## src/hw/rtl/dwsm_pkg.sv

```systemverilog
`timescale 1ns / 1ps
`default_nettype none

package dwsm_pkg;

    localparam int COUNTER_WIDTH_DEF = 16;
    localparam int SPEED_WIDTH_DEF   = 8;

    localparam int DEB_W      = 16;
    localparam int DIST_W     = 20;
    localparam int RATE_W     = 16;
    localparam int DIV_W      = 16;
    localparam int CFG_IDX_W  = 8;
    localparam int CFG_DATA_W = 20;

    localparam logic [CFG_IDX_W-1:0] REG_DEBOUNCE = CFG_IDX_W'(0);
    localparam logic [CFG_IDX_W-1:0] REG_DISTANCE = CFG_IDX_W'(1);
    localparam logic [CFG_IDX_W-1:0] REG_RATE     = CFG_IDX_W'(2);
    localparam logic [CFG_IDX_W-1:0] REG_DIVISOR  = CFG_IDX_W'(3);

    localparam logic [DEB_W-1:0]  DEBOUNCE_RST = DEB_W'(10);
    localparam logic [DIST_W-1:0] DISTANCE_RST = DIST_W'(31415);
    localparam logic [RATE_W-1:0] RATE_RST     = RATE_W'(8000);
    localparam logic [DIV_W-1:0]  DIVISOR_RST  = DIV_W'(17600);

    typedef struct packed {
        logic [DEB_W-1:0]  debounce;
        logic [DIST_W-1:0] distance;
        logic [RATE_W-1:0] rate;
        logic [DIV_W-1:0]  divisor;
    } t_cfg;

    typedef struct packed {
        logic done;
        logic upd;
    } t_lane_stat;

endpackage

`default_nettype wire

```

## src/hw/rtl/dwsm_div.sv

```systemverilog
`timescale 1ns / 1ps
`default_nettype none

module dwsm_div #(
    parameter int NW = 20,
    parameter int DW = 16
) (
    input  wire logic          i_clk,
    input  wire logic          i_rst_n,
    input  wire logic          i_start,
    input  wire logic [NW-1:0] i_num,
    input  wire logic [DW-1:0] i_den,
    output logic               o_done,
    output logic [NW-1:0]      o_quo
);

    localparam int CNT_W = $clog2(NW + 1);

    logic [NW-1:0]    r_q;
    logic [DW-1:0]    r_rem;
    logic [DW-1:0]    r_den;
    logic [CNT_W-1:0] r_cnt;
    logic             r_done;

    logic [DW:0] rem_sh;
    logic [DW:0] diff;
    logic        ge;

    // restoring division, one quotient bit a cycle; numerator shifts out as quotient shifts in
    assign rem_sh = {r_rem, r_q[NW-1]};
    assign ge     = rem_sh >= {1'b0, r_den};
    assign diff   = rem_sh - {1'b0, r_den};

    always_ff @(posedge i_clk) begin
        if (!i_rst_n) begin
            r_cnt  <= '0;
            r_done <= 1'b0;
        end else begin
            r_done <= 1'b0;
            if (i_start) begin
                r_cnt <= CNT_W'(NW);
            end else if (r_cnt != '0) begin
                r_cnt <= r_cnt - 1'b1;
                if (r_cnt == CNT_W'(1)) begin
                    r_done <= 1'b1;
                end
            end
        end
    end

    always_ff @(posedge i_clk) begin
        if (i_start) begin
            r_q   <= i_num;
            r_rem <= '0;
            r_den <= i_den;
        end else if (r_cnt != '0) begin
            r_q   <= {r_q[NW-2:0], ge};
            r_rem <= ge ? diff[DW-1:0] : rem_sh[DW-1:0];
        end
    end

    assign o_done = r_done;
    assign o_quo  = r_q;

endmodule

`default_nettype wire

```

## src/hw/rtl/dwsm_lane.sv

```systemverilog
`timescale 1ns / 1ps
`default_nettype none

module dwsm_lane import dwsm_pkg::*; #(
    parameter int CW = COUNTER_WIDTH_DEF,
    parameter int SW = SPEED_WIDTH_DEF
) (
    input  wire logic i_clk,
    input  wire logic i_rst_n,
    input  wire logic i_start,
    input  wire logic i_level,
    input  wire logic i_take,
    input  wire t_cfg i_cfg,
    output t_lane_stat    o_stat,
    output logic [SW-1:0] o_speed
);

    localparam int CMP_W  = (CW > DEB_W) ? CW : DEB_W;
    localparam int PROD_W = DIST_W + RATE_W;

    localparam logic [1:0] PH_IDLE = 2'd0;
    localparam logic [1:0] PH_DIV1 = 2'd1;
    localparam logic [1:0] PH_MUL  = 2'd2;
    localparam logic [1:0] PH_DIV2 = 2'd3;

    logic [1:0]    r_phase;
    logic          r_done;
    logic          r_upd;
    logic [CW-1:0] r_period;
    logic [CW-1:0] r_deb;
    logic          r_active;
    logic [SW-1:0] r_hold;
    logic [PROD_W-1:0] r_prod;

    logic [CW-1:0]     p1;
    logic [CW-1:0]     d1;
    logic              deb_gt;
    logic              rise;
    logic              fall;
    logic              div1_start;
    logic              div1_done;
    logic [DIST_W-1:0] div1_quo;
    logic              div2_start;
    logic              div2_done;
    logic [PROD_W-1:0] div2_quo;

    // saturating increments
    assign p1 = (r_period == '1) ? r_period : r_period + 1'b1;
    assign d1 = (r_deb == '1) ? r_deb : r_deb + 1'b1;

    assign deb_gt = (CMP_W)'(d1) > (CMP_W)'(i_cfg.debounce);
    assign rise   = i_level && !r_active && deb_gt;
    assign fall   = !i_level && r_active && deb_gt;

    assign div1_start = i_start && rise && (r_phase == PH_IDLE);
    assign div2_start = (r_phase == PH_MUL);

    dwsm_div #(
        .NW (DIST_W),
        .DW (CW)
    ) u_div_period (
        .i_clk   (i_clk),
        .i_rst_n (i_rst_n),
        .i_start (div1_start),
        .i_num   (i_cfg.distance),
        .i_den   (p1),
        .o_done  (div1_done),
        .o_quo   (div1_quo)
    );

    // a zero divisor yields an all-ones quotient, which the lane saturates to the largest speed
    dwsm_div #(
        .NW (PROD_W),
        .DW (DIV_W)
    ) u_div_scale (
        .i_clk   (i_clk),
        .i_rst_n (i_rst_n),
        .i_start (div2_start),
        .i_num   (r_prod),
        .i_den   (i_cfg.divisor),
        .o_done  (div2_done),
        .o_quo   (div2_quo)
    );

    always_ff @(posedge i_clk) begin
        if (!i_rst_n) begin
            r_phase  <= PH_IDLE;
            r_done   <= 1'b0;
            r_upd    <= 1'b0;
            r_period <= '0;
            r_deb    <= '0;
            r_active <= 1'b0;
            r_hold   <= '0;
        end else begin
            if (i_take) begin
                r_done <= 1'b0;
            end
            unique case (r_phase)
                PH_IDLE: begin
                    if (i_start) begin
                        if (rise) begin
                            r_active <= 1'b1;
                            r_period <= '0;
                            r_deb    <= '0;
                            r_upd    <= 1'b1;
                            r_phase  <= PH_DIV1;
                        end else begin
                            r_period <= p1;
                            r_deb    <= fall ? '0 : d1;
                            if (fall) begin
                                r_active <= 1'b0;
                            end
                            r_upd  <= 1'b0;
                            r_done <= 1'b1;
                        end
                    end
                end
                PH_DIV1: begin
                    if (div1_done) begin
                        r_phase <= PH_MUL;
                    end
                end
                PH_MUL: begin
                    r_phase <= PH_DIV2;
                end
                PH_DIV2: begin
                    if (div2_done) begin
                        if (div2_quo > PROD_W'({SW{1'b1}})) begin
                            r_hold <= '1;
                        end else begin
                            r_hold <= div2_quo[SW-1:0];
                        end
                        r_done  <= 1'b1;
                        r_phase <= PH_IDLE;
                    end
                end
                default: r_phase <= PH_IDLE;
            endcase
        end
    end

    always_ff @(posedge i_clk) begin
        if (r_phase == PH_DIV1 && div1_done) begin
            r_prod <= PROD_W'(div1_quo) * PROD_W'(i_cfg.rate);
        end
    end

    assign o_stat.done = r_done;
    assign o_stat.upd  = r_upd;
    assign o_speed     = r_hold;

endmodule

`default_nettype wire

```

## config.mk

```make
export PLATFORM = sky130hd
export DESIGN_NAME = dwsm_lane
export DESIGN_NICKNAME = d
export VERILOG_FILES = /design/src/hw/rtl/dwsm_pkg.sv /design/src/hw/rtl/dwsm_div.sv /design/src/hw/rtl/dwsm_lane.sv
export SDC_FILE = /design/constraint.sdc
export NUM_CORES = 1
export LEC_CHECK = 0
export BUFFER_PORTS_ARGS = -buffer_cell sky130_fd_sc_hd__buf_4
export CORE_MARGIN = 8
export CORE_UTILIZATION = 50
export CTS_CLUSTER_SIZE = 24
export DETAILED_ROUTE_END_ITERATION = 8
export GPL_ROUTABILITY_DRIVEN = 0
export PLACE_DENSITY = 0.67
export SLEW_MARGIN = 25
export SYNTH_ARGS = -nofsm -noshare
export SYNTH_HDL_FRONTEND = slang
export SYNTH_SLANG_ARGS = --single-unit
```

## constraint.sdc

```tcl
create_clock -name i_clk -period 7.3 [get_ports i_clk]
set_input_delay 0.365 -clock i_clk [delete_from_list [all_inputs] [get_ports i_clk]]
set_output_delay 0.365 -clock i_clk [all_outputs]
set_load 0.1 [all_outputs]
```

==> reports/metrics.cfg <==
[timing]
fmax_mhz=145
fin_crit_sh_pct=94.4
tightestPinTransition_ns=0.978
skew_ns=0.0343
slew_violations=0
hold_viol=0
rsz0062_at_grt=no
slew_headroom_pct=34.2
layout_min_cycle_time_ns=6.89
tns_ns=0
setup_viol=0

[run]
cap_violations=0

[route]
met3_wirelength_um=2100
wirelength_um=50500
wl_met2_um=25700
vias=16100
drt_first_pass_iters=5
wire_per_inst_um=17.4
vias_per_cell=5.52
met1_length_um=20800
ant_nets=0
drt_iter0_markers=999
drcViolationCount=0
top_layer=met4

[worst_setup_path]
cp.arrival_ns=7.17
crit_chain=nand2_1, fa_1, inv_1, fa_1, fa_1, fa_1, fa_1, inv_1, fa_1, inv_1, ha_1, nand2_1, o21ai_0, o2111ai_1, o21ai_0, o211ai_1, nand2_1, nor3_1, a311o_1
crit_start=u_div_period.o_quo[10]
cp_max_fo=17
cp.required_ns=7.58
r2r-start=u_div_period.o_quo[10]
crit_type=reg2reg
critPathTopFamily=adder cells
start_kind=flip-flop
crit_path_top_delay_cell=edfxtp_1
critPathBufInv=3
max_stage_delay_ns=0.81
cp_common_cell=fa_1
critPathCaptureType=flip-flop

[floorplanning]
fp.dieH_um=223
initial_utilization_pct=50.2
core_area_um2=42700
die-area_um2=49800
std_cell_rows=76
io_pins=83
die_x_um=223

[cells_and_area]
fill_cells=3763
fin_nets=2837
drive_above_1_share_pct=8.59
area_growth_syn_to_layout_pct=10.1

[logic_synthesis]
syn_area_per_cell_um2=9.34
synth_edf_count=124
synth_top_family_by_area=adder cells
ys_types=68
ys.flop_type=edfxtp_1
synth_fa_ha_area_share_pct=33.3
synthMuxAreaShare_pct=2.99
yosys_warnings=0
synthXorXnorAreaFrac_pct=2.98
synth_top_area_share_pct=23.5
ys_seq_area_share_pct=25.8
synthTopCellsByArea=fa_1, edfxtp_1, ha_1
syn_inst=2296
yosys.area_share.simple_pct=17.1
synth-compound-area-share_pct=9.53
synth.net_count=2789
async_reset_ff_share_pct=0
synth_area_um2=21400
synth_seq_cells=214
synth_largest_area_cell=fa_1

[global_route]
grt_pass1_wl_um=84000
grt_max_degree=68
grt.total_usage_pct=20.4
overflow=0
grt_pass1_vias=16800
antenna_found_initial=0

[clock_tree]
clk_pin_slew_ns=0.07
clock-sinks=214
cts_tree=built
cts-root-buf=clkbuf_16
cts_made_buffers=26
clk_latency_ns=0.56
clk_path_buf_depth=3
htreeDepth=1

[place]
port_buffers=82
hpwl_um=39000

[hold_path]
worstHoldPathType=in2reg
hold_start=i_cfg[50]

[outcome]
status=finished clean

per-stage QoR:
stage / cells / area, um2 / setup slack [ns] / util (%) / hold WS, ns
global placement: 2843 / 22500 / 0.410 / 52.7 / 0.457
floorplan: 2296 / 21400 / 1.10 / - / 0.444
detailed placement: 2843 / 22500 / 0.173 / 52.7 / 0.468
CTS: 2907 / 23600 / 0.102 / 55.2 / 0.0315
finish: 2911 / 23600 / 0.411 / 55.3 / 0.0655
global route: 2910 / 23600 / 0.00232 / 55.3 / 0.0714
what timing repair did:
item                                   4_1_cts  5_1_grt
endpoints found under the hold margin       16        0
setup buffers                                0        3
gates resized for setup                      0        2
setup endpoints to repair                    0        2
hold buffers                                16        0
worst min-delay path: stages:
cell     delay, ns
buf_4         0.08
nand2_1       0.04
nand2_1       0.05
kinds of logic after synthesis:
| logic type | count (synthesis) |
|---|---|
| mux | 59 |
| xor+xnor | 73 |
| buf+inv | 465 |
| simple gates | 760 |
| fa+ha+maj | 420 |
| compound gates | 305 |
| flops | 214 |
cell usage in the layout (no fill, tap or decap), types with 17 or more instances in the layout:
cell / synthesis / layout
inv_1: 362 / 362
nand2_1: 316 / 315
fa_1: 252 / 252
ha_1: 168 / 167
and2_1: 160 / 160
edfxtp_1: 124 / 124
buf_4: 2 / 106
dfxtp_1: 90 / 90
nor2_1: 89 / 89
a21oi_1: 69 / 69
o21ai_0: 63 / 63
nand3_1: 51 / 51
xnor2_1: 48 / 48
mux2_2: 36 / 36
clkbuf_16: 0 / 29
nor3_1: 26 / 26
xor2_1: 25 / 25
nor2b_1: 22 / 22
nand4_1: 22 / 22
mux2i_1: 22 / 22
a21o_1: 21 / 21
a211oi_1: 20 / 20
o21a_1: 18 / 18
a21boi_0: 17 / 17
final cells by class:
type                    instances  area [um2]  share of cell area, %
well taps                     546         683                   2.89
repair buffers                122         956                   4.05
diodes                          1        2.50                 0.0106
inverters                     363        1360                   5.77
clock inverters                12         140                  0.594
multi-input cells            1617       14200                   60.0
flip-flops and latches        214        5530                   23.4
clock buffers                  36         772                   3.27
synth_stat cells, types with 18 or more instances:
library cell / n
inv_1: 362
nand2_1: 316
fa_1: 252
ha_1: 168
and2_1: 160
edfxtp_1: 124
dfxtp_1: 90
nor2_1: 89
clkbuf_1: 83
a21oi_1: 69
o21ai_0: 63
nand3_1: 51
xnor2_1: 48
mux2_2: 36
nor3_1: 26
xor2_1: 25
mux2i_1: 22
nand4_1: 22
nor2b_1: 22
a21o_1: 21
a211oi_1: 20
o21a_1: 18
state kept, by name (all words and copies together) (netlist names):
name                 cells
r_prod                  36
u_div_scale.o_quo       36
u_div_period.o_quo      20
r_deb                   16
r_period                16
u_div_period.r_den      16
u_div_period.r_rem      16
u_div_scale.r_den       16
u_div_scale.r_rem       16
o_speed                  8
u_div_scale.r_cnt        6
u_div_period.r_cnt       5
r_phase                  2
r_active                 1
r_done                   1
r_upd                    1
u_div_period.o_done      1
u_div_scale.o_done       1
routing by layer:
layer	global-route usage, %	vias to the layer above
met1	24.8	8000
li1	-	7609
met3	2.48	97
met4	7.94	0
met5	0	-
met2	36.6	368
final timing paths:
path / endpoint / slack (ns) / cells after the start
min reg2reg: r_upd / 0.47 / 2
min: u_div_period.o_quo[18] / 0.07 / 3
max reg2reg: r_prod[33] / 0.41 / 19
max: r_prod[33] / 0.41 / 19
Power is left out: the tool's default activity adds up to more than one toggle a clock period on the data nets, which glitch-free logic cannot reach.
