**src/hw/rtl/dwsm_pkg.sv**
```systemverilog
`timescale 1ns / 1ps
`default_nettype none

package dwsm_pkg;

    localparam int COUNTER_WIDTH_DEF = 16;
    localparam int SPEED_WIDTH_DEF   = 8;

    localparam int DEB_W      = 16;
    localparam int DIST_W     = 20;
    localparam int RATE_W     = 16;
    localparam int DIV_W      = 16;
    localparam int CFG_IDX_W  = 8;
    localparam int CFG_DATA_W = 20;

    localparam logic [CFG_IDX_W-1:0] REG_DEBOUNCE = CFG_IDX_W'(0);
    localparam logic [CFG_IDX_W-1:0] REG_DISTANCE = CFG_IDX_W'(1);
    localparam logic [CFG_IDX_W-1:0] REG_RATE     = CFG_IDX_W'(2);
    localparam logic [CFG_IDX_W-1:0] REG_DIVISOR  = CFG_IDX_W'(3);

    localparam logic [DEB_W-1:0]  DEBOUNCE_RST = DEB_W'(10);
    localparam logic [DIST_W-1:0] DISTANCE_RST = DIST_W'(31415);
    localparam logic [RATE_W-1:0] RATE_RST     = RATE_W'(8000);
    localparam logic [DIV_W-1:0]  DIVISOR_RST  = DIV_W'(17600);

    typedef struct packed {
        logic [DEB_W-1:0]  debounce;
        logic [DIST_W-1:0] distance;
        logic [RATE_W-1:0] rate;
        logic [DIV_W-1:0]  divisor;
    } t_cfg;

    typedef struct packed {
        logic done;
        logic upd;
    } t_lane_stat;

endpackage

`default_nettype wire

```
**src/hw/rtl/dwsm_if.sv**
```systemverilog
`timescale 1ns / 1ps
`default_nettype none


interface dwsm_out_if import dwsm_pkg::*; #(
    parameter int SW = SPEED_WIDTH_DEF
);
    logic          valid;
    logic          ready;
    logic [SW-1:0] speed_left;
    logic [SW-1:0] speed_right;
    logic          left_updated;
    logic          right_updated;

    modport source (output valid, output speed_left, output speed_right,
                    output left_updated, output right_updated, input ready);
    modport sink   (input valid, input speed_left, input speed_right,
                    input left_updated, input right_updated, output ready);
endinterface


`default_nettype wire

```
**src/hw/rtl/dwsm_merge.sv**
```systemverilog
`timescale 1ns / 1ps
`default_nettype none

module dwsm_merge import dwsm_pkg::*; #(
    parameter int SW = SPEED_WIDTH_DEF
) (
    input  wire logic          i_clk,
    input  wire logic          i_rst_n,
    input  wire t_lane_stat    i_left,
    input  wire t_lane_stat    i_right,
    input  wire logic [SW-1:0] i_speed_left,
    input  wire logic [SW-1:0] i_speed_right,
    dwsm_out_if.source         o_out,
    output logic               o_take
);

    logic          r_valid;
    logic [SW-1:0] r_speed_left;
    logic [SW-1:0] r_speed_right;
    logic          r_upd_left;
    logic          r_upd_right;

    // both lanes finished and the output register is free or emptying
    assign o_take = i_left.done && i_right.done && (!r_valid || o_out.ready);

    always_ff @(posedge i_clk) begin
        if (!i_rst_n) begin
            r_valid <= 1'b0;
        end else if (o_take) begin
            r_valid <= 1'b1;
        end else if (o_out.ready) begin
            r_valid <= 1'b0;
        end
    end

    always_ff @(posedge i_clk) begin
        if (o_take) begin
            r_speed_left  <= i_speed_left;
            r_speed_right <= i_speed_right;
            r_upd_left    <= i_left.upd;
            r_upd_right   <= i_right.upd;
        end
    end

    assign o_out.valid         = r_valid;
    assign o_out.speed_left    = r_speed_left;
    assign o_out.speed_right   = r_speed_right;
    assign o_out.left_updated  = r_upd_left;
    assign o_out.right_updated = r_upd_right;

endmodule

`default_nettype wire

```
**src/flat_wrapper.sv**
```systemverilog
// flat-port wrapper written by rule: the top's interface ports become plain ports
module dwsm_merge_flat import dwsm_pkg::*;
#(
    parameter int SW = SPEED_WIDTH_DEF
)
  (i_clk, i_rst_n, i_left, i_right, i_speed_left, i_speed_right, o_take, o_out_valid, o_out_speed_left, o_out_speed_right, o_out_left_updated, o_out_right_updated, o_out_ready);
  dwsm_out_if #(.SW(SW)) o_out_i ();
  input  wire logic i_clk;
  input  wire logic i_rst_n;
  input  wire t_lane_stat i_left;
  input  wire t_lane_stat i_right;
  input  wire logic [SW-1:0] i_speed_left;
  input  wire logic [SW-1:0] i_speed_right;
  output logic o_take;
  output wire logic [$bits(o_out_i.valid)-1:0] o_out_valid;
  output wire logic [$bits(o_out_i.speed_left)-1:0] o_out_speed_left;
  output wire logic [$bits(o_out_i.speed_right)-1:0] o_out_speed_right;
  output wire logic [$bits(o_out_i.left_updated)-1:0] o_out_left_updated;
  output wire logic [$bits(o_out_i.right_updated)-1:0] o_out_right_updated;
  input wire logic [$bits(o_out_i.ready)-1:0] o_out_ready;
  assign o_out_valid = o_out_i.valid;
  assign o_out_speed_left = o_out_i.speed_left;
  assign o_out_speed_right = o_out_i.speed_right;
  assign o_out_left_updated = o_out_i.left_updated;
  assign o_out_right_updated = o_out_i.right_updated;
  assign o_out_i.ready = o_out_ready;
  dwsm_merge #(.SW(SW)) u_core (.i_clk(i_clk), .i_rst_n(i_rst_n), .i_left(i_left), .i_right(i_right), .i_speed_left(i_speed_left), .i_speed_right(i_speed_right), .o_out(o_out_i), .o_take(o_take));
endmodule
```
**config.mk**
```make
export PLATFORM = sky130hd
export DESIGN_NAME = dwsm_merge_flat
export DESIGN_NICKNAME = d
export VERILOG_FILES = /design/src/hw/rtl/dwsm_pkg.sv /design/src/hw/rtl/dwsm_if.sv /design/src/hw/rtl/dwsm_merge.sv /design/src/flat_wrapper.sv
export SDC_FILE = /design/constraint.sdc
export NUM_CORES = 1
export LEC_CHECK = 0
export BUFFER_PORTS_ARGS = -buffer_cell sky130_fd_sc_hd__buf_2
export CORE_MARGIN = 2
export CORE_UTILIZATION = 40
export CTS_BUF_LIST = sky130_fd_sc_hd__clkbuf_8
export CTS_CLUSTER_DIAMETER = 40
export DETAILED_ROUTE_END_ITERATION = 10
export PLACE_DENSITY = 0.9
export RECOVER_POWER = 50
export SYNTH_ARGS = -nofsm -noshare
export SYNTH_HDL_FRONTEND = slang
export SYNTH_SLANG_ARGS = --single-unit
```
**constraint.sdc**
```tcl
create_clock -name i_clk -period 1.4 [get_ports i_clk]
set_input_delay 0.07 -clock i_clk [delete_from_list [all_inputs] [get_ports i_clk]]
set_output_delay 0.07 -clock i_clk [all_outputs]
set_load 0.005 [all_outputs]
```
==> results of run 1 <==
[timing repair]
item,CTS,global route
setup buffers,2,0
endpoints found under the hold margin,12,4
hold buffers,12,4
setup endpoints to repair,1,0
[final cells by class]
type / instances / area (µm²)
clock inverters: 1 / 3.75
clock buffers: 3 / 41.3
repair buffers: 60 / 389
fillers: 79 / 302
multi-input cells: 4 / 35.0
flip-flops and latches: 19 / 561
well taps: 15 / 18.8
[critical path, stage by stage (launching register included)]
cell,delay (ps)
dfxtp_1,310
nand2b_1,110
nor2b_4,210
buf_2,130
[per-stage QoR]
stage	area, µm²	power [W]
CTS	1020	0.00113
global route	1050	0.00118
floorplan	596	0.000688
finish	1050	0.00113
detailed placement	825	0.000745
global placement	825	0.000741
[power groups by stage]
stage | Sequential [W] | Clock, W | Combinational, W
floorplan | 0.000673 | 0 | 0.0000153
global placement | 0.000668 | 0 | 0.0000723
detailed placement | 0.000670 | 0 | 0.0000756
CTS | 0.000657 | 0.000361 | 0.000111
global route | 0.000658 | 0.000397 | 0.000128
finish | 0.000657 | 0.000352 | 0.000117
[cells in the final DEF (no fill, tap or decap), types with 3 or more instances in the layout]
| cell type | n |
|---|---|
| buf_2 | 35 |
| edfxtp_1 | 18 |
| clkbuf_8 | 3 |
| dlygate4sd3_1 | 16 |
| clkbuf_1 | 7 |
[logic make-up after synthesis]
kind of cell	Yosys count	synth area share [%]
flops	19	94.1
simple gates	3	3.99
compound gates	1	1.89
[state kept, by name (all words and copies together), names as in the netlist]
signal,count
u_core.o_out.speed_left,8
u_core.o_out.speed_right,8
u_core.o_out.left_updated,1
u_core.o_out.right_updated,1
u_core.o_out.valid,1
[worst max path at each step]
stage,to,cells after the start
floorplan,u_core.o_out.left_updated,2
global route,o_take,3
finish,o_take,3
detailed placement,u_core.o_out.speed_left[1],2
CTS,o_take,3
global placement,u_core.o_out.speed_right[1],2
[cell usage after synthesis, drive strengths merged]
| cell | n | area share [%] |
|---|---|---|
| nand2 | 1 | 0.63 |
| dfxtp | 1 | 3.4 |
| edfxtp | 18 | 91 |
| a21boi | 1 | 1.9 |
| nand2b | 1 | 1.1 |
| nor2b | 1 | 2.3 |
[per-layer routing]
layer	vias to the layer above	global-route usage (%)	part of all wire [%]
met4	0	5.63	0
met5	-	0	0
met3	0	5.60	11
li1	216	-	-
met1	181	18.3	44
met2	39	24.0	45
==> summary.md, run 1 <==
| Metric | Value |
|---|---|
| Outcome | complete, no violations |
| Pint | 0.000921 W |
| Worst setup startpoint | u_core.o_out.valid |
| # resized after CTS | 0 |
| Drt pass-1 iters | 2 |
| Setup Viol. Count Final | 0 |
| Comb power frac | 10.4% |
| Routed len/inst | approximately 13 µm |
| R2R setup slack | 330 ps |
| Worst-Skew Late Latency | around 240 ps |
| Die X | 42.6 µm |
| Worst setup margin | 323 ps |
| Largest net degree at the start of global routing | 16 |
| Post-layout util | 77.7% |
| Seq cells post-synth | 19 |
| Min-Delay Endpoint | u_core.o_out.speed_right[7] |
| WL final | between 1000 and 1500 µm |
| Final Instance Count excl. Fillers | 102 |
| Synth Cell Area | around 600 µm² |
| Hold depth | 1 |
| # nets final | ~110 |
| Power share of the clock group | 31.3% |
| Clock sink total | 19 |
| Sequential share of the synthesized area | 94.1% |
| Max_cap viols | 0 |
| Max Freq | 0.929 GHz |
| Hold crit path type | in2reg |
| Fin crit share | around 77% |
| I/O pins | 43 |
| Clk buf depth | 2 |
| Post-route DRC violation count | 0 |
| IO buf count | 42 |
| Element type at the critical path start | flip-flop |
| Layout cells sized above 1 | 48.3% |
| Worst r2r src | u_core.o_out.valid |
| Starting DRT DRC Count | 2 |
| Cell row count | 13 |
| Post-route ant nets | 0 |
| Yosys warnings | 0 |
| Die H | 42.6 µm |
| Final TNS setup | 0 ps |
| Sw frac | a little under a fifth |
| Clock root buffer | clkbuf_8 |
| Critical path type | reg2out |
| Final Max Slew Viols | 0 |
| Syn Area/Cell | 25.9 µm² |
| Worst Tran Pin Value | 166 ps |
| Crit path required time | 1330 ps |
| Final hold vios | 0 |
| R2R depth | 3 |
| RSZ-0062 raised after global routing | no |
| Core ar. | 1350 µm² |
| Placed Instances | 80 |
| Worst Path Arrival | 1010 ps |
| Worst R2R End | u_core.o_out.speed_right[3] |
| Crit path max fanout | 3 |
| Hold path start | i_speed_right[7] |
| Leakage | 0.449 nW |
| Unique masters post-synth | 6 |
| TritonCTS clock tree | yes |
| Detailed-route via count | around 440 |
| Vias in the first global route | 421 |
| First-pass GRT wire length | approximately 1900 µm |
| Worst vdd ir | 0.814 mV |
| Pwr per Cell Area | 1070 nW/µm² |
| GRT overflow | 0 |
| Psw | 0.000206 W |
| Clk pin slew, worst setup/hold paths | 60 ps |
| TritonCTS buffer count | 3 |
| Total global-route track usage | 14.9% |
| Die Area | 1810 µm² |
| Seq pwr share | 58.3% |
| Final worst path period need | 1080 ps |
| Initial Util | 44.1% |
| Post-synthesis cell count | 23 |
| CTS H-tree lvls | 1 |
| Initial antenna violation count | 0 |
| RePlAce Congestion | around 0.65 |
| Synthesized Nets | 46 |
| Worst slew margin relative to its limit | between 80 and 90% |
| Area grow syn2layout | 76.1% |
| Hold Worst Slack | 9.73 ps |
| Setup WS pre-CTS | between 100 and 150 ps |
| Critical Path End Type | output pin |
| Antenna diodes | 0 |
| Via density per instance | 4.27 |
| Clk_skew | 1.00 ps |
(Power assumes the default switching activity.)
==> inputs of run 2 (changes only) <==
==> constraint.sdc (replaced) <==
create_clock -name i_clk -period 1 [get_ports i_clk]
set_input_delay 0.05 -clock i_clk [delete_from_list [all_inputs] [get_ports i_clk]]
set_output_delay 0.05 -clock i_clk [all_outputs]
set_load 0.005 [all_outputs]
==> run 2 against run 1 <==
Compared with the run above: the run now ends with negative setup slack left; register-to-register slack got worse by 410 ps; flip-flop and latch count stayed put; cell count up 6.9%; design area increased by 6.4%; critical path type unchanged.
==> summary.md, run 2 (synthesis gave the netlist of run 1 again) <==
| Metric | Value |
|---|---|
| Outcome | complete, but fails checks |
| Failing checks | negative setup slack |
| Seq pwr share | 56.8% |
| Sequential standard cell area | 562 µm² |
| Antenna diodes | 0 |
| Clk buf depth | 2 |
| Routed len/inst | 14.6 µm |
| Max_cap viols | 0 |
| TritonCTS clock tree | yes |
| Psw | 0.000312 W |
| WL final | 1590 µm |
| First-pass GRT wire length | 2430 µm |
| DR WL met3 | 184 µm |
| Fin crit share | 108% |
| Power share of the clock group | 31.5% |
| Critical path type | reg2out |
| IO buf count | 42 |
| Post-layout util | 82.7% |
| Crit path required time | 950 ps |
| Max Freq | 0.923 GHz |
| Vias in the first global route | 553 |
| Clk_skew | 2.96 ps |
| Total global-route track usage | approximately a fifth |
| GRT overflow | 0 |
| Die X | 42.6 µm |
| Clock sink total | 19 |
| Layout cells sized above 1 | 57.4% |
| Worst slew margin relative to its limit | 88.4% |
| Setup Viol. Count Final | 19 |
| Cell row count | 13 |
| Element type at the critical path start | flip-flop |
| # nets final | roughly 120 |
| Drt pass-1 iters | 2 |
| Met1 WL | between 500 and 600 µm |
| Worst-Skew Late Latency | approximately 250 ps |
| Critical Path End Type | output pin |
| Starting DRT DRC Count | 1 |
| Worst Path Arrival | around 1000 ps |
| Core ar. | 1350 µm² |
| Clk pin slew, worst setup/hold paths | 70 ps |
| Initial Util | 44.1% |
| Final hold vios | 0 |
| I/O pins | 43 |
| Initial antenna violation count | 0 |
| Final Max Slew Viols | 0 |
| Total Power | 0.00162 W |
| Sw frac | 19.3% |
| Area grow syn2layout | 87.4% |
| Hold crit path type | in2reg |
| Comb power frac | 11.6% |
| Worst vdd ir | approximately 1.1 mV |
| CTS H-tree lvls | 1 |
| Post-route DRC violation count | 0 |
| Worst setup margin | -83.7 ps |
| Pint | 0.00131 W |
| Largest net degree at the start of global routing | 15 |
| WL met2 | 797 µm |
| Crit path max fanout | 3 |
| Die H | 42.6 µm |
| Multi-input logic area | 35.0 µm² |
| Post-route ant nets | 0 |
| Most frequent cells in the layout | buf_2, dlygate4sd3_1, edfxtp_1, buf_4 |
| Detailed-route via count | about 480 |
| Clock root buffer | clkbuf_8 |
| Via density per instance | ~4.4 |
| TritonCTS buffer count | 3 |
| RePlAce Congestion | ~0.70 |
| Die Area | 1810 µm² |
| Worst Tran Pin Value | 174 ps |
| Final worst path period need | ~1100 ps |
| Top routing layer in use | met4 |
| Filler Cells Inserted | 74 |
| Leakage | 0.498 nW |
| RSZ-0062 raised after global routing | yes |
| Pwr per Cell Area | 1450 nW/µm² |
| Most common cell after layout, fill and taps aside | buf_2 |
-- run 2: timing repair --
item,CTS,global route
buffers inserted,3,2
endpoints found under the setup margin,19,19
resized for setup,3,0
hold endpoints to repair,18,0
hold buffers,18,0
-- run 2: area by class of cell --
cell class | count | share of cell area [%]
clock buffer | 3 | 3.70
clock inverter | 1 | 0.336
multi-input combinational | 4 | 3.14
sequential | 19 | 50.3
tap | 15 | 1.68
timing repair buffer | 67 | 40.8
-- run 2: critical path: stages, from the launching register on --
cell and delay, ps:
dfxtp_2 320, nand2b_1 80, nor2b_4 170, buf_6 120, buf_6 90
-- run 2: power by group through the flow --
stage	Clock, W	Sequential [W]	Combinational, W
after floorplan	0	0.000943	0.0000214
after global placement	0	0.000936	0.000116
after detailed placement	0	0.000937	0.000122
after CTS	0.000518	0.000920	0.000181
after global routing	0.000554	0.000922	0.000203
final	0.000511	0.000920	0.000188
-- run 2: stage by stage --
step                      instances  setup TNS, ps  setup WS [ps]  area (µm²)  hold WS (ps)
after floorplan                  23          -2640           -147         597           149
after global placement           83              0           15.3         861           227
after detailed placement         83           -432          -25.1         861           229
after CTS                       107           -912          -87.4        1100          30.7
after global routing            109          -1760           -123        1120          42.1
final                           109          -1040          -83.7        1120          30.0
-- run 2: final timing paths --
check	startpoint	endpoint	slack [ps]	cells past startpoint
hold reg to reg	u_core.o_out.valid	u_core.o_out.valid	770	5
hold / removal	i_rst_n	u_core.o_out.valid	30	2
setup reg to reg	u_core.o_out.valid	u_core.o_out.speed_left[1]	-80	4
setup / recovery	u_core.o_out.valid	o_take	-80	4
-- run 2: routing by layer --
layer / GRT usage (%) / vias to the layer above
met5: 0 / -
met4: 13.1 / 0
met3: 7.33 / 2
met2: 34.8 / 38
met1: 19.5 / 208
li1: - / 230
==> inputs of run 3 (changes only) <==
--- a/config.mk
+++ b/config.mk
@@ -11,7 +11,7 @@
 export CTS_BUF_LIST = sky130_fd_sc_hd__clkbuf_8
 export CTS_CLUSTER_DIAMETER = 40
 export DETAILED_ROUTE_END_ITERATION = 10
-export PLACE_DENSITY = 0.9
+export PLACE_DENSITY = 0.81
 export RECOVER_POWER = 50
 export SYNTH_ARGS = -nofsm -noshare
 export SYNTH_HDL_FRONTEND = slang
==> run 3 against run 2 <==
Compared with the run above: the flow still finishes with violations (negative setup slack); hold slack better by 9.0 ps; combinational power is 15% higher; wire length is 0.57% higher; sequential share of layout area is 2.3 points lower; maximum frequency is 1.7% lower; sequential power hardly changed.
==> summary.md, run 3 (synthesis gave the netlist of run 1 again) <==
| Metric | Value |
|---|---|
| Core ar. | 1350 µm² |
| TritonCTS buffer count | 3 |
| Element type at the critical path start | flip-flop |
| Antenna diodes | 0 |
| TritonCTS clock tree | yes |
| Worst Path Arrival | 1050 ps |
| RePlAce Congestion | about 0.60 |
| Post-route DRC violation count | 0 |
| Final Instance Count excl. Fillers | 112 |
| Hold Worst Slack | 39.0 ps |
| Filler Cells Inserted | 70 |
| Routed len/inst | 14.2 µm |
| Worst setup margin | -103 ps |
| Most common cell after layout, fill and taps aside | buf_2 |
| First-pass GRT wire length | 2430 µm |
| Initial Util | between 40 and 50% |
| I/O pins | 43 |
| Critical path type | reg2out |
| Drt pass-1 iters | 4 |
| Vias in the first global route | between 500 and 600 |
| IO buf count | 42 |
| Clk pin slew, worst setup/hold paths | roughly 70 ps |
| Outcome | complete, but fails checks |
| Die H | 42.6 µm |
| Pint | 0.00133 W |
| Worst Tran Pin Value | about 140 ps |
| Clock root buffer | clkbuf_8 |
| Layout cells sized above 1 | 59.8% |
| Clk buf depth | 2 |
| Critical Path End Type | output pin |
| Post-route ant nets | 0 |
| Worst vdd ir | ~0.94 mV |
| Clk_skew | 2.74 ps |
| Worst slew margin relative to its limit | 90.3% |
| Placed Instances | 82 |
| WL final | ~1600 µm |
| CTS H-tree lvls | 1 |
| Psw | 0.000316 W |
| Final worst path period need | 1100 ps |
| Setup Viol. Count Final | 18 |
| Worst-Skew Late Latency | roughly 250 ps |
| Final Max Slew Viols | 0 |
| Total global-route track usage | 19.1% |
| Leakage | ~0.53 nW |
| GRT overflow | 0 |
| Die Area | 1810 µm² |
| Initial antenna violation count | 0 |
| Via density per instance | 4.59 |
| Final hold vios | 0 |
| Failing checks | negative setup slack |
| Comb power frac | 13.1% |
| Crit path required time | 950 ps |
| Hold crit path type | in2reg |
| Power share of the clock group | a little under a third |
| Most frequent cells in the layout | buf_2, dlygate4sd3_1, edfxtp_1, buf_4 |
| Fin crit share | 110% |
| Detailed-route via count | roughly 510 |
| # nets final | 121 |
| Area grow syn2layout | 96.4% |
| Cell row count | 13 |
| Pwr per Cell Area | 1410 nW/µm² |
| Starting DRT DRC Count | 8 |
| Max_cap viols | 0 |
| Clock sink total | 19 |
| Die X | 42.6 µm |
| Max Freq | between 0.9 and 1 GHz |
| Crit path max fanout | 8 |
| Sw frac | 19.2% |
| Seq pwr share | 55.9% |
| Largest net degree at the start of global routing | 11 |
| RSZ-0062 raised after global routing | yes |
run 3: cell count changes in the layout (fill, tap and decap cells not counted):
| cell | delta |
|---|---|
| buf_12 | +3 |
| buf_6 | -2 |
| buf_4 | +2 |
| clkbuf_1 | -1 |
| buf_2 | +1 |
run 3: path summary, 6_finish.rpt:
kind         depth (start not counted)  slack, ps                    endpoint                from
min reg2reg                          4        680          u_core.o_out.valid  u_core.o_out.valid
min                                  2         40          u_core.o_out.valid             i_rst_n
max reg2reg                          4        -90  u_core.o_out.speed_left[2]  u_core.o_out.valid
max                                  4       -100                      o_take  u_core.o_out.valid
run 3: final cells by class:
cell class	count	area (µm²)	area share, %
timing repair buffer	70	509	43.5
sequential	19	562	48.0
clock buffer	3	41.3	3.53
clock inverter	1	3.75	0.321
tap	15	18.8	1.60
multi-input combinational	4	35.0	2.99
run 3: what timing repair did:
action                     in CTS  in global routing
gates resized for setup         1                  0
hold endpoints to repair       18                  0
setup buffers                   6                  2
pin swaps                       0                  0
cloned                          0                  0
setup endpoints to repair      19                 19
hold buffers                   18                  0
run 3: worst max-delay path, stage by stage (launching register included):
cell	delay, ps
dfxtp_2	320
nand2b_1	90
nor2b_4	170
buf_12	130
buf_6	100
run 3: metal layers:
metal / vias up / routed length [µm] / track usage (%)
li1: 237 / - / -
met1: 244 / 570 / 19.7
met2: 33 / 896 / 36.6
met3: 0 / 128 / 5.60
met4: 0 / 0 / 5.63
met5: - / 0 / 0
run 3: power by group through the flow:
stage	combinational (W)	clock [W]	sequential, W
global route	0.000231	0.000565	0.000921
floorplan	0.0000214	0	0.000943
detailed placement	0.000118	0	0.000937
finish	0.000216	0.000510	0.000921
global placement	0.000113	0	0.000935
CTS	0.000207	0.000499	0.000920
run 3: metrics by stage:
step                util [%]  setup WS (ps)  TNS [ps]  instance area (µm²)  total power (W)
floorplan                  -           -147     -2640                  597         0.000964
global placement        63.2           16.3         0                  853          0.00105
detailed placement      63.2          -13.4      -236                  853          0.00105
CTS                     85.5          -94.5     -1540                 1150          0.00163
global route            86.7           -158     -2410                 1170          0.00172
finish                  86.7           -103     -1620                 1170          0.00165
